## src/rtl/core/prd_pkg.sv

```systemverilog
// Shared types and constants for the piece reassembly deframer.
package prd_pkg;

  // Sync pair that opens every piece header.
  localparam logic [7:0] SYNC_FIRST  = 8'hAF;
  localparam logic [7:0] SYNC_SECOND = 8'hAE;

  // Header byte positions; sync takes positions 0 and 1.
  localparam logic [15:0] HEADER_FIRST = 16'd2;
  localparam logic [15:0] HEADER_LAST  = 16'd9;
  localparam logic [3:0]  POS_TOTAL_SIZE   = 4'd3;
  localparam logic [3:0]  POS_TOTAL_PIECES = 4'd5;
  localparam logic [3:0]  POS_PIECE_INDEX  = 4'd7;

  // Frame status codes.
  localparam logic [1:0] ST_BUSY     = 2'd0;
  localparam logic [1:0] ST_COMPLETE = 2'd1;
  localparam logic [1:0] ST_LEN_ERR  = 2'd2;

  // Parser phase, one-hot.
  typedef enum logic [2:0] {
    PH_HUNT    = 3'b001,
    PH_HEADER  = 3'b010,
    PH_PAYLOAD = 3'b100
  } phase_t;

  // One result word.
  typedef struct packed {
    logic        write_valid;
    logic [15:0] write_addr;
    logic [7:0]  write_data;
    logic        piece_done;
    logic [1:0]  frame_status;
    logic [15:0] piece_number;
  } prd_result_t;

endpackage

```

## src/rtl/core/piece_reassembly_deframer.sv

```systemverilog
// Top level of the piece reassembly deframer.
//
//   channel | ports                      | word
//   --------+----------------------------+-------------------------------------
//   input   | in_valid / in_stall        | in_rx_byte
//   result  | out_valid / out_stall      | out_write_valid, out_write_addr,
//           |                            | out_write_data, out_piece_done,
//           |                            | out_frame_status, out_piece_number
//
// One byte is taken per cycle while in_stall is low; a result appears once its
// byte has passed the input register and the parser's single pass has loaded
// the result register. Sync and header bytes give no result, except the last
// header byte of an empty piece; every payload byte gives one.
// Reset (synchronous, active low) returns the parser to sync hunt with no frame.
// A stalled result holds the result register; the input register still takes
// one more byte, and bytes without a result keep flowing.
module piece_reassembly_deframer
  import prd_pkg::*;
#(
  parameter int unsigned PIECE_BYTES = 1024
)
(
  input  logic        clk,
  input  logic        rst_n,
  input  logic        in_valid,
  output logic        in_stall,
  input  logic [7:0]  in_rx_byte,
  output logic        out_valid,
  input  logic        out_stall,
  output logic        out_write_valid,
  output logic [15:0] out_write_addr,
  output logic [7:0]  out_write_data,
  output logic        out_piece_done,
  output logic [1:0]  out_frame_status,
  output logic [15:0] out_piece_number
);

  logic        item_valid;
  logic [7:0]  item_byte;
  logic        fire;
  logic        has_result;
  logic        out_free;
  prd_result_t result;
  prd_result_t held;

  // Input register.
  prd_in_reg u_in (
    .clk       (clk),
    .rst_n     (rst_n),
    .in_valid  (in_valid),
    .in_byte   (in_rx_byte),
    .in_stall  (in_stall),
    .take      (fire),
    .item_valid(item_valid),
    .item_byte (item_byte)
  );

  // Parser and frame tracker.
  prd_parser #(
    .PIECE_BYTES(PIECE_BYTES)
  ) u_parser (
    .clk       (clk),
    .rst_n     (rst_n),
    .item_valid(item_valid),
    .item_byte (item_byte),
    .out_free  (out_free),
    .fire      (fire),
    .has_result(has_result),
    .result    (result)
  );

  // Result register.
  prd_out_reg u_out (
    .clk      (clk),
    .rst_n    (rst_n),
    .load     (fire && has_result),
    .result   (result),
    .out_free (out_free),
    .out_valid(out_valid),
    .out_stall(out_stall),
    .held     (held)
  );

  assign out_write_valid  = held.write_valid;
  assign out_write_addr   = held.write_addr;
  assign out_write_data   = held.write_data;
  assign out_piece_done   = held.piece_done;
  assign out_frame_status = held.frame_status;
  assign out_piece_number = held.piece_number;

endmodule

```

## src/rtl/core/prd_in_reg.sv

```systemverilog
// Input register stage for received bytes.
module prd_in_reg
  import prd_pkg::*;
(
  input  logic       clk,
  input  logic       rst_n,
  input  logic       in_valid,
  input  logic [7:0] in_byte,
  output logic       in_stall,
  input  logic       take,
  output logic       item_valid,
  output logic [7:0] item_byte
);

  logic       valid_r;
  logic       valid_nxt;
  logic [7:0] byte_r;
  logic       load;

  // A new word can enter when the stage is empty or is being consumed.
  assign in_stall = valid_r && !take;
  assign load     = in_valid && !in_stall;

  always_comb begin
    valid_nxt = valid_r;
    if (load) begin
      valid_nxt = 1'b1;
    end else if (take) begin
      valid_nxt = 1'b0;
    end
  end

  always_ff @(posedge clk) begin
    if (!rst_n) begin
      valid_r <= 1'b0;
    end else begin
      valid_r <= valid_nxt;
    end
  end

  // Payload register needs no reset.
  always_ff @(posedge clk) begin
    if (load) begin
      byte_r <= in_byte;
    end
  end

  assign item_valid = valid_r;
  assign item_byte  = byte_r;

endmodule

```

## src/rtl/core/prd_parser.sv

```systemverilog
// Sync hunt, header parse, frame tracking and result formation.
module prd_parser
  import prd_pkg::*;
#(
  parameter int unsigned PIECE_BYTES = 1024
)
(
  input  logic        clk,
  input  logic        rst_n,
  input  logic        item_valid,
  input  logic [7:0]  item_byte,
  input  logic        out_free,
  output logic        fire,
  output logic        has_result,
  output prd_result_t result
);

  localparam int unsigned PROD_W = 16 + $clog2(PIECE_BYTES + 1);
  localparam int unsigned ADDR_W = PROD_W + 1;
  localparam logic [PROD_W-1:0] PIECE_BYTES_W = PROD_W'(PIECE_BYTES);

  phase_t              phase_r, phase_nxt;
  logic [15:0]         pos_r, pos_nxt;
  logic                sync1_r, sync1_nxt;
  logic [7:0]          high_r, high_nxt;
  logic [15:0]         hts_r, hts_nxt;
  logic [15:0]         htp_r, htp_nxt;
  logic [15:0]         hidx_r, hidx_nxt;
  logic [15:0]         hlen_r, hlen_nxt;
  logic [15:0]         fts_r, fts_nxt;
  logic [15:0]         ftp_r, ftp_nxt;
  logic [15:0]         pr_r, pr_nxt;
  logic [23:0]         br_r, br_nxt;
  logic [PROD_W-1:0]   base_r;
  logic [ADDR_W-1:0]   addr_r, addr_nxt;

  logic [15:0] hdr_word;
  logic        adopt;
  logic [15:0] fts_a, ftp_a, pr_a;
  logic [23:0] br_a;
  logic        restart;
  logic [15:0] fts_b, ftp_b, pr_b;
  logic [23:0] br_b;
  logic [23:0] br_inc;
  logic        off_last;
  logic        keep;

  // Header word assembled from the held high byte and the current byte.
  assign hdr_word = {high_r, item_byte};

  // Frame bookkeeping at the end of a header: adopt totals if no frame is open,
  // count the piece, and restart the frame if the totals changed.
  assign adopt   = (fts_r == 16'd0);
  assign fts_a   = adopt ? hts_r : fts_r;
  assign ftp_a   = adopt ? htp_r : ftp_r;
  assign pr_a    = adopt ? 16'd0 : pr_r;
  assign br_a    = adopt ? 24'd0 : br_r;
  assign restart = (hts_r != fts_a) || (htp_r != ftp_a);
  assign fts_b   = restart ? hts_r : fts_a;
  assign ftp_b   = restart ? htp_r : ftp_a;
  assign pr_b    = restart ? 16'd1 : pr_a + 16'd1;
  assign br_b    = restart ? 24'd0 : br_a;

  // Payload byte helpers: saturating byte count, last-byte test, range check.
  assign br_inc   = (br_r != 24'hFFFFFF) ? br_r + 24'd1 : br_r;
  assign off_last = ({1'b0, pos_r} + 17'd1) >= {1'b0, hlen_r};
  assign keep     = addr_r < ADDR_W'(fts_r);

  // Next state and result for the word in the input register.
  always_comb begin
    phase_nxt  = phase_r;
    pos_nxt    = pos_r;
    sync1_nxt  = sync1_r;
    high_nxt   = high_r;
    hts_nxt    = hts_r;
    htp_nxt    = htp_r;
    hidx_nxt   = hidx_r;
    hlen_nxt   = hlen_r;
    fts_nxt    = fts_r;
    ftp_nxt    = ftp_r;
    pr_nxt     = pr_r;
    br_nxt     = br_r;
    addr_nxt   = addr_r;
    has_result = 1'b0;
    result     = '0;
    case (phase_r)
      PH_HEADER: begin
        if (!pos_r[0]) begin
          high_nxt = item_byte;
        end else begin
          case (pos_r[3:0])
            POS_TOTAL_SIZE:   hts_nxt  = hdr_word;
            POS_TOTAL_PIECES: htp_nxt  = hdr_word;
            POS_PIECE_INDEX:  hidx_nxt = hdr_word;
            default:          hlen_nxt = hdr_word;
          endcase
        end
        if (pos_r < HEADER_LAST) begin
          pos_nxt = pos_r + 16'd1;
        end else begin
          fts_nxt  = fts_b;
          ftp_nxt  = ftp_b;
          pr_nxt   = pr_b;
          br_nxt   = br_b;
          addr_nxt = ADDR_W'(base_r);
          pos_nxt  = 16'd0;
          if (hdr_word == 16'd0) begin
            // A zero-length piece ends with its header.
            has_result          = 1'b1;
            result.piece_done   = 1'b1;
            result.piece_number = hidx_r;
            if (pr_b == ftp_b) begin
              ftp_nxt = 16'd0;
              pr_nxt  = 16'd0;
              result.frame_status = (br_b == {8'd0, fts_b}) ? ST_COMPLETE : ST_LEN_ERR;
            end
            phase_nxt = PH_HUNT;
            sync1_nxt = 1'b0;
          end else begin
            phase_nxt = PH_PAYLOAD;
          end
        end
      end
      PH_PAYLOAD: begin
        has_result          = 1'b1;
        br_nxt              = br_inc;
        addr_nxt            = addr_r + ADDR_W'(1);
        result.write_valid  = keep;
        result.write_addr   = keep ? addr_r[15:0] : 16'd0;
        result.write_data   = keep ? item_byte : 8'd0;
        result.piece_number = hidx_r;
        if (off_last) begin
          result.piece_done = 1'b1;
          if (pr_r == ftp_r) begin
            ftp_nxt = 16'd0;
            pr_nxt  = 16'd0;
            result.frame_status = (br_inc == {8'd0, fts_r}) ? ST_COMPLETE : ST_LEN_ERR;
          end
          phase_nxt = PH_HUNT;
          sync1_nxt = 1'b0;
          pos_nxt   = 16'd0;
        end else begin
          pos_nxt = pos_r + 16'd1;
        end
      end
      default: begin
        // Sync hunt.
        if (sync1_r && (item_byte == SYNC_SECOND)) begin
          phase_nxt = PH_HEADER;
          pos_nxt   = HEADER_FIRST;
          sync1_nxt = 1'b0;
        end else begin
          phase_nxt = PH_HUNT;
          sync1_nxt = (item_byte == SYNC_FIRST);
        end
      end
    endcase
  end

  // A word without a result moves on even while the output is full.
  assign fire = item_valid && (out_free || !has_result);

  always_ff @(posedge clk) begin
    if (!rst_n) begin
      phase_r <= PH_HUNT;
      pos_r   <= 16'd0;
      sync1_r <= 1'b0;
      high_r  <= 8'd0;
      hts_r   <= 16'd0;
      htp_r   <= 16'd0;
      hidx_r  <= 16'd0;
      hlen_r  <= 16'd0;
      fts_r   <= 16'd0;
      ftp_r   <= 16'd0;
      pr_r    <= 16'd0;
      br_r    <= 24'd0;
    end else if (fire) begin
      phase_r <= phase_nxt;
      pos_r   <= pos_nxt;
      sync1_r <= sync1_nxt;
      high_r  <= high_nxt;
      hts_r   <= hts_nxt;
      htp_r   <= htp_nxt;
      hidx_r  <= hidx_nxt;
      hlen_r  <= hlen_nxt;
      fts_r   <= fts_nxt;
      ftp_r   <= ftp_nxt;
      pr_r    <= pr_nxt;
      br_r    <= br_nxt;
    end
  end

  // Piece base address is registered after the multiplier; the piece index
  // settles two words before the header ends.
  always_ff @(posedge clk) begin
    base_r <= PROD_W'(hidx_r) * PIECE_BYTES_W;
    if (fire) begin
      addr_r <= addr_nxt;
    end
  end

endmodule

```

## src/rtl/core/prd_out_reg.sv

```systemverilog
// Result register that holds a word until the receiver takes it.
module prd_out_reg
  import prd_pkg::*;
(
  input  logic        clk,
  input  logic        rst_n,
  input  logic        load,
  input  prd_result_t result,
  output logic        out_free,
  output logic        out_valid,
  input  logic        out_stall,
  output prd_result_t held
);

  logic        valid_r;
  logic        valid_nxt;
  prd_result_t held_r;

  // Free when empty or when the held word leaves this cycle.
  assign out_free  = !valid_r || !out_stall;
  assign valid_nxt = load || (valid_r && out_stall);

  always_ff @(posedge clk) begin
    if (!rst_n) begin
      valid_r <= 1'b0;
    end else begin
      valid_r <= valid_nxt;
    end
  end

  always_ff @(posedge clk) begin
    if (load) begin
      held_r <= result;
    end
  end

  assign out_valid = valid_r;
  assign held      = held_r;

endmodule
```

## config.mk

```make
export PLATFORM = sky130hd
export DESIGN_NAME = piece_reassembly_deframer
export DESIGN_NICKNAME = d
export VERILOG_FILES = /design/src/rtl/core/prd_pkg.sv /design/src/rtl/core/piece_reassembly_deframer.sv /design/src/rtl/core/prd_in_reg.sv /design/src/rtl/core/prd_parser.sv /design/src/rtl/core/prd_out_reg.sv
export SDC_FILE = /design/constraint.sdc
export NUM_CORES = 1
export LEC_CHECK = 0
export ABC_AREA = 1
export ABC_CLOCK_PERIOD_IN_PS = 5400
export BUFFER_PORTS_ARGS = -buffer_cell sky130_fd_sc_hd__buf_2
export CAP_MARGIN = 20
export CORE_MARGIN = 2
export CORE_UTILIZATION = 36
export CTS_CLUSTER_DIAMETER = 120
export DETAILED_ROUTE_END_ITERATION = 7
export GPL_TIMING_DRIVEN = 0
export SYNTH_ARGS = -nofsm -noshare
export SYNTH_HDL_FRONTEND = slang
export SYNTH_SLANG_ARGS = --single-unit
```

## constraint.sdc

```tcl
create_clock -name clk -period 5.4 [get_ports clk]
set_input_delay 0 -clock clk [delete_from_list [all_inputs] [get_ports clk]]
set_output_delay 0 -clock clk [all_outputs]
set_load 0.01 [all_outputs]
```

==> results of run 1 <==
==> worst reg2reg max path, cell delays in order, from the launching register on <==
cell and delay, ps:
dfxtp_1 430, inv_1 130, nor3_1 310, nand3_1 180, nor2_1 180, nand3_1 140, nor2_1 180, nand3_1 140
nor2_1 150, xor2_1 300, ha_1 310, nand2_1 110, nor4_1 80, a221oi_1 390, nand4_1 380, o211ai_1 490
clkbuf_1 520, nand2_1 110, a21oi_1 160
==> worst paths after layout <==
| check | start | end | slack [ps] | depth (start not counted) |
|---|---|---|---|---|
| setup / recovery | u_parser.pos_r[0] | u_parser.pr_r[2] | 620 | 18 |
| hold / removal | in_rx_byte[6] | u_in.item_byte[6] | 110 | 2 |
| setup reg to reg | u_parser.pos_r[0] | u_parser.pr_r[2] | 620 | 18 |
| hold reg to reg | u_parser.hidx_r[15] | u_parser.base_r[25] | 360 | 0 |
==> cell usage after synthesis, types with 2 or more instances <==
cell type    n
nor2_1     243
inv_1      238
nand3_1    159
o221ai_1     5
o21a_1       3
nor3b_1      3
a221oi_1    12
a211oi_1     4
edfxtp_1    80
o21ai_0    141
a31oi_1      2
dfxtp_1    182
xor2_1      49
ha_1        37
nand4_1     51
buf_6        2
clkinv_1     2
a21oi_1    185
buf_1        6
and2_1       2
o211ai_1    10
or2_2        5
nand2_2      3
nand2_1    431
o21ai_1      3
clkbuf_1    68
nand3b_1    17
xnor2_1     12
nor2_2       3
buf_2       11
o31ai_1      5
nor3_1      26
inv_2        2
nor4_1      13
buf_4        8
==> routing by layer <==
metal	up-vias	track usage, %	part of all wire (%)
met2	526	40.96	45
met1	6735	35.10	45
met4	0	8.479	3.1
li1	6978	-	-
met3	104	3.293	6.8
met5	-	0	0
==> through the flow <==
stage | setup WS, ps | hold slack [ps] | utilization (%) | power (mW)
2_1_floorplan | 1999 | 98.87 | - | 2.133
4_1_cts | 639.9 | 86.23 | 42.07 | 4.555
6_report | 616.6 | 113.2 | 42.07 | 4.532
3_5_place_dp | 703.2 | 178.1 | 38.89 | 2.181
5_1_grt | 138.9 | 102.5 | 42.07 | 4.653
3_3_place_gp | 643.5 | 177.2 | 38.84 | 2.180
==> timing repair <==
item,4_1_cts,5_1_grt
hold buffers,11,0
gates resized for setup,0,0
buffers inserted,0,0
hold endpoints to repair,71,0
==> final cells by class <==
class,instances,area [um^2],area share (%)
multi-input combinational,1436,7159,42.73
sequential,262,6046,36.09
inverter,242,908.4,5.422
clock buffer,33,783.3,4.675
tap,525,656.9,3.921
buffer,95,416.7,2.487
timing repair buffer,68,410.4,2.450
clock inverter,25,372.9,2.226
==> kinds of logic (layout without fill, tap and decap cells) <==
group | after synthesis | count (layout)
XOR/XNOR | 61 | 61
buffers and inverters | 337 | 463
adder cells (fa/ha/maj) | 37 | 37
AO/OA/AOI/OAI | 377 | 377
flip-flops | 262 | 262
AND/OR/NAND/NOR | 961 | 961
==> flip-flops by register name (all words and copies together) (netlist names), 3 cells and up <==
signal            flops
u_parser.ftp_r       16
u_parser.hts_r       16
u_out.held           44
u_parser.phase_r      3
u_parser.fts_r       16
u_parser.base_r      16
u_in.item_byte        8
u_parser.hlen_r      16
u_parser.addr_r      28
u_parser.pos_r       16
u_parser.hidx_r      16
u_parser.pr_r        16
u_parser.high_r       8
u_parser.br_r        24
u_parser.htp_r       16
==> report_power, final <==
| part | leakage, nW | switching (mW) | internal [mW] |
|---|---|---|---|
| Clock | 0.556 | 0.900 | 1.48 |
| Sequential | 2.29 | 0.0192 | 2.03 |
| Combinational | 4.10 | 0.0727 | 0.0276 |
| Total | 6.95 | 0.992 | 3.54 |
==> impl_metrics.toml, run 1 <==
[min_path]
min_path_type = "input pin to flop"

[power]
ir_worst_vdd_mv = 0.2792
leakage_power_nw = 6.949
power_density_nw_per_um2 = 270.5

[critical_path]
critical_path.slowest_cell = "clkbuf_1"
crit_type = "flop to flop"
endpoint_kind = "flop"
setup.worst_path.start_class = "flop"
critical_path.cell_chain = "inv_1, nor3_1, nand3_1, nor2_1, nand3_1, nor2_1, nand3_1, nor2_1, xor2_1, ha_1, nand2_1, nor4_1, a221oi_1, nand4_1, o211ai_1, clkbuf_1, nand2_1, a21oi_1"
cpLargestDelayFamily = "simple AND/OR/NAND/NOR gates"
worst_ep_arrival_time_ps = 5290
cp_buf_inv_count = 2
maximum_fanout_encountered_on_the_critical_timing_path = 10
cp_slowest_stage_delay_ps = 520
cp_data_required_time_ps = 5910

[yosys]
post_synth.cell_area_avg_um2 = 7.140
synth_largest_type_area_fraction_pct = 25.08
synth_cells = 2035
ys_seq_elements = 262
yosys-top-cells-area = "dfxtp_1 25%, edfxtp_1 17%, nand2_1 11%"
ys_types = 47
compound_gate_fraction_of_synth_area_pct = 13.99
synth_sequential_area_ratio_pct = 41.61
synth_fp_nets = 2084
synthAdderAreaFrac_pct = 3.186
synthXorXnorAreaFrac_pct = 3.677
synth-async-reset-ratio_pct = 0
synth.area.mux_share_pct = 0
synth-edff-count = 80
leading_register_cell_type_out_of_synthesis = "dfxtp_1"
synthDominantAreaCellType = "dfxtp_1"
syn_area_um2 = 14530
simple_gate_area_share_of_the_yosys_netlist_pct = 28.43
synth_top_family_by_area = "simple AND/OR/NAND/NOR gates"
synthesis.yosys.warnings = 0

[routing]
drt-wirelength-per-cell_um = 19.82
viasPerCell = 5.340
dr.first_iter.drc_count = 1211
drt_pre_antenna_iters = 5
vias = 14340
antenna_violating_nets_left = 0
final_wl_um = 53240
drc_violation_count_after_routing = 0

[clock_network]
worstSkewPairLatency_ps = 600
cts_inserted_buffers = 31
clk_pin_slew_worst_paths_ps = 70
clkSinkCount = 262
clockRootBuffer = "clkbuf_16"
cts_htree_levels = 1
tritoncts = "done"
clock_tree.buffer_depth = 3

[final_layout]
fin_nets = 2185
fillerInstances = 4238
antennaDiodeCount = 0
post_route_cells_drive_above_1_share_pct = 6.756
mostFrequentLayoutCells = "431 x nand2_1, 243 x nor2_1, 237 x inv_1"
finish.instance_area_um2 = 16750
area_growth_pct = 15.31
mostFrequentLayoutCell = "nand2_1"
final_cell_count_no_fill = 2686

[placement]
placedInstanceArea_um2 = 15490
buffer_ports.inserted = 56
dpl_wire_length_um = 41300
gpl.final_weighted_congestion = 0.9294
number_of_instances_in_the_placed_design = 2617

[floorplanning]
die_area_um2 = 41980
die_w_um = 204.9
floorplan.io_pins = 58
initial_utilization_pct = 36.48
core.rowCount = 73
die_y_um = 204.9
core_area_um2 = 39820

[outcome]
outcome = "completed"

[timing]
max-slew-margin-rel_pct = 29.92
hold_viol_final = 0
setup_viol_count_final = 0
maxSlewViolCount = 0
fmax_mhz = 209.1
grt_setup_unrepaired = "no"
setup_tns_ps = 0
period_minus_slack_ps = 4783
worst_slew_pin_tran_ps = 1042
finalClockSkew_ps = 15.73
final_min_period_over_clock_period_pct = 88.58

[grt]
number_of_antenna_violations_at_the_first_check_in_global_routing = 0
grt_remaining_overflow = 0
grt_start_max_net_pins = 43
grt_pass1_vias = 13730
grtUsageTotal_pct = 25.41
grt_pass1_wl_um = 81340

[run]
max_capacitance_violation_count = 0
Power figures use the tool's default switching activity.
==> run 2: changes to the inputs <==
- BUFFER_PORTS_ARGS: -buffer_cell sky130_fd_sc_hd__buf_2 -> -buffer_cell sky130_fd_sc_hd__buf_4
- GPL_TIMING_DRIVEN: 0 -> default
- RECOVER_POWER: default -> 100
==> run 2 against run 1 <==
Against the previous run:
- the flow now finishes with violations (capacitance limit, slew limit)
- sequential power about the same
- critical path depth fell by 3
- final cell count shrank 3.2%
- largest cell class unchanged
- hold slack worse by 1.3 ps
- global-route usage down 3.2 points
- count of clock-buffer cells in the layout is 9 higher
- first-iteration DRC count grew 0.33%
- clock power decreased by 8%
==> impl_metrics.toml, run 2 (same netlist as run 1, synthesis figures left out) <==
[critical_path]
worst_r2r_endpoint = "u_parser.fts_r[13]"
endpoint_kind = "flop"
timing.rr.start = "u_in.item_byte[7]"
critical_path.slowest_cell = "clkbuf_1"
setup.worst_path.start_class = "flop"
r2r_slack_ps = 690
critPathMostFrequentCell = "nand2_1"
worst_ep_arrival_time_ps = 5170
cp_data_required_time_ps = 5870
crit_type = "flop to flop"
r2r_cells = 15
cp_slowest_stage_delay_ps = 1610
critical_path.cell_chain = "inv_1, nand4_1, nor3_1, nand2_1, nor2_1, nand2_1, nand2_1, nand3_1, nand2_1, nor2_1, nand2_1, inv_1, clkbuf_1, o21ai_0, a21oi_1"
maximum_fanout_encountered_on_the_critical_timing_path = 48

[power]
total_power_consumption_mw = 4.331
leakage_power_nw = 6.618
power_density_nw_per_um2 = 265.6
ir_worst_vdd_mv = 0.2376

[min_path]
hold_end = "u_in.item_byte[6]"
min_path_type = "input pin to flop"
min_from = "in_rx_byte[6]"
hold-path-cell-count = 2

[final_layout]
fin_nets = 2103
mostFrequentLayoutCells = "432 x nand2_1, 244 x nor2_1, 238 x inv_1"
post_route_cells_drive_above_1_share_pct = 3.950
multiInputGateArea_um2 = 7164
area_growth_pct = 12.22
fillerInstances = 4239
largest_reg_flops = 44
layout.area.seq_um2 = 6046
antennaDiodeCount = 0
mostFrequentLayoutCell = "nand2_1"

[timing]
max-slew-margin-rel_pct = -50.51
finalClockSkew_ps = 65.23
setup_viol_count_final = 0
period_minus_slack_ps = 4705
setup_tns_ps = 0
worst_slew_pin_tran_ps = 2258
final_min_period_over_clock_period_pct = 87.13
hold_viol_final = 0
grt_setup_unrepaired = "no"
maxSlewViolCount = 194
fmax_mhz = 212.5

[clock_network]
cts_htree_levels = 1
post_cts.resized_instances = 0
post-cts-setup-buffers = 0
cts_inserted_buffers = 30
clock_tree.buffer_depth = 3
worstSkewPairLatency_ps = 620
clk_pin_slew_worst_paths_ps = 70
clkSinkCount = 262
clockRootBuffer = "clkbuf_16"
tritoncts = "done"

[placement]
dpl_wire_length_um = 33760
gpl.final_weighted_congestion = 0.9752
buffer_ports.inserted = 57

[grt]
grtUsageTotal_pct = 22.22
number_of_antenna_violations_at_the_first_check_in_global_routing = 0
grt_start_max_net_pins = 89
grt_pass1_vias = 13060
grt_remaining_overflow = 0
grt_pass1_wl_um = 73160

[routing]
drt-wirelength-per-cell_um = 17.97
final_wl_um = 46730
drc_violation_count_after_routing = 0
drt_pre_antenna_iters = 6
vias = 13710
viasPerCell = 5.272
antenna_violating_nets_left = 0
dr.first_iter.drc_count = 1215

[floorplanning]
floorplan.io_pins = 58
core.rowCount = 73
die_y_um = 204.9
die_w_um = 204.9
core_area_um2 = 39820
die_area_um2 = 41980
initial_utilization_pct = 36.48

[outcome]
outcome = "complete, but fails checks"
violations = "capacitance limit, slew limit"

[run]
max_capacitance_violation_count = 5
run 2: changes by cell type in the layout (fill, tap and decap cells not counted), moves of 3 or more:
cell,before,now
clkbuf_4,0,8
bufinv_16,9,4
clkbuf_8,0,6
clkbuf_1,70,56
buf_4,8,11
clkinv_1,8,2
buf_1,5,0
buf_2,68,0
run 2: how the worst max path moves through the flow:
stage,slack [ps],startpoint,end
3_3_place_gp,1080,u_parser.fts_r[11],u_parser.ftp_r[3]
6_report,690,u_in.item_byte[7],u_parser.fts_r[13]
4_1_cts,900,u_parser.fts_r[0],u_parser.ftp_r[13]
2_1_floorplan,2000,u_parser.pos_r[0],u_parser.pr_r[10]
5_1_grt,320,u_parser.fts_r[0],u_parser.pr_r[11]
3_5_place_dp,950,u_parser.fts_r[11],u_parser.ftp_r[13]
run 2: layout make-up:
| cell class | instances | share of cell area [%] |
|---|---|---|
| multi-input combinational | 1436 | 43.94 |
| sequential | 262 | 37.08 |
| inverter | 242 | 5.571 |
| clock buffer | 42 | 5.379 |
| tap | 525 | 4.029 |
| timing repair buffer | 82 | 2.847 |
| clock inverter | 12 | 1.151 |
run 2: critical path, delay by kind of cell, from the launching register on:
family,cells,cell delay [ps]
buf+inv,3,1930
compound gates,2,450
simple gates,10,1460
flops,1,690
run 2: routing by layer:
metal  track usage, %  part of all wire (%)  up-vias
li1                 -                     -     6777
met1            30.25                    45     6351
met2            36.04                    45      495
met3            2.911                   6.6       89
met4            8.042                   3.4        0
met5                0                     0        -
run 2: through the flow:
stage               utilization, %  instances  hold WS [ps]  area (um^2)  worst slack, ps
floorplan                        -       2035         98.87        14530             1999
global placement             38.43       2534         178.3        15310             1076
detailed placement           38.43       2534         179.6        15310            948.0
CTS                          41.38       2599         75.52        16480            898.0
global route                 40.94       2601         97.21        16300            316.7
finish                       40.94       2601         111.9        16300            694.9
run 2: repair_timing:
action	CTS	global route
hold buffers	11	0
endpoints found under the hold margin	43	0
endpoints found under the setup margin	0	0
run 2: report_power, final:
group	switching, mW	internal, mW
Combinational	0.0589	0.0285
Sequential	0.0241	2.03
Clock	0.869	1.32
Total	0.952	3.38
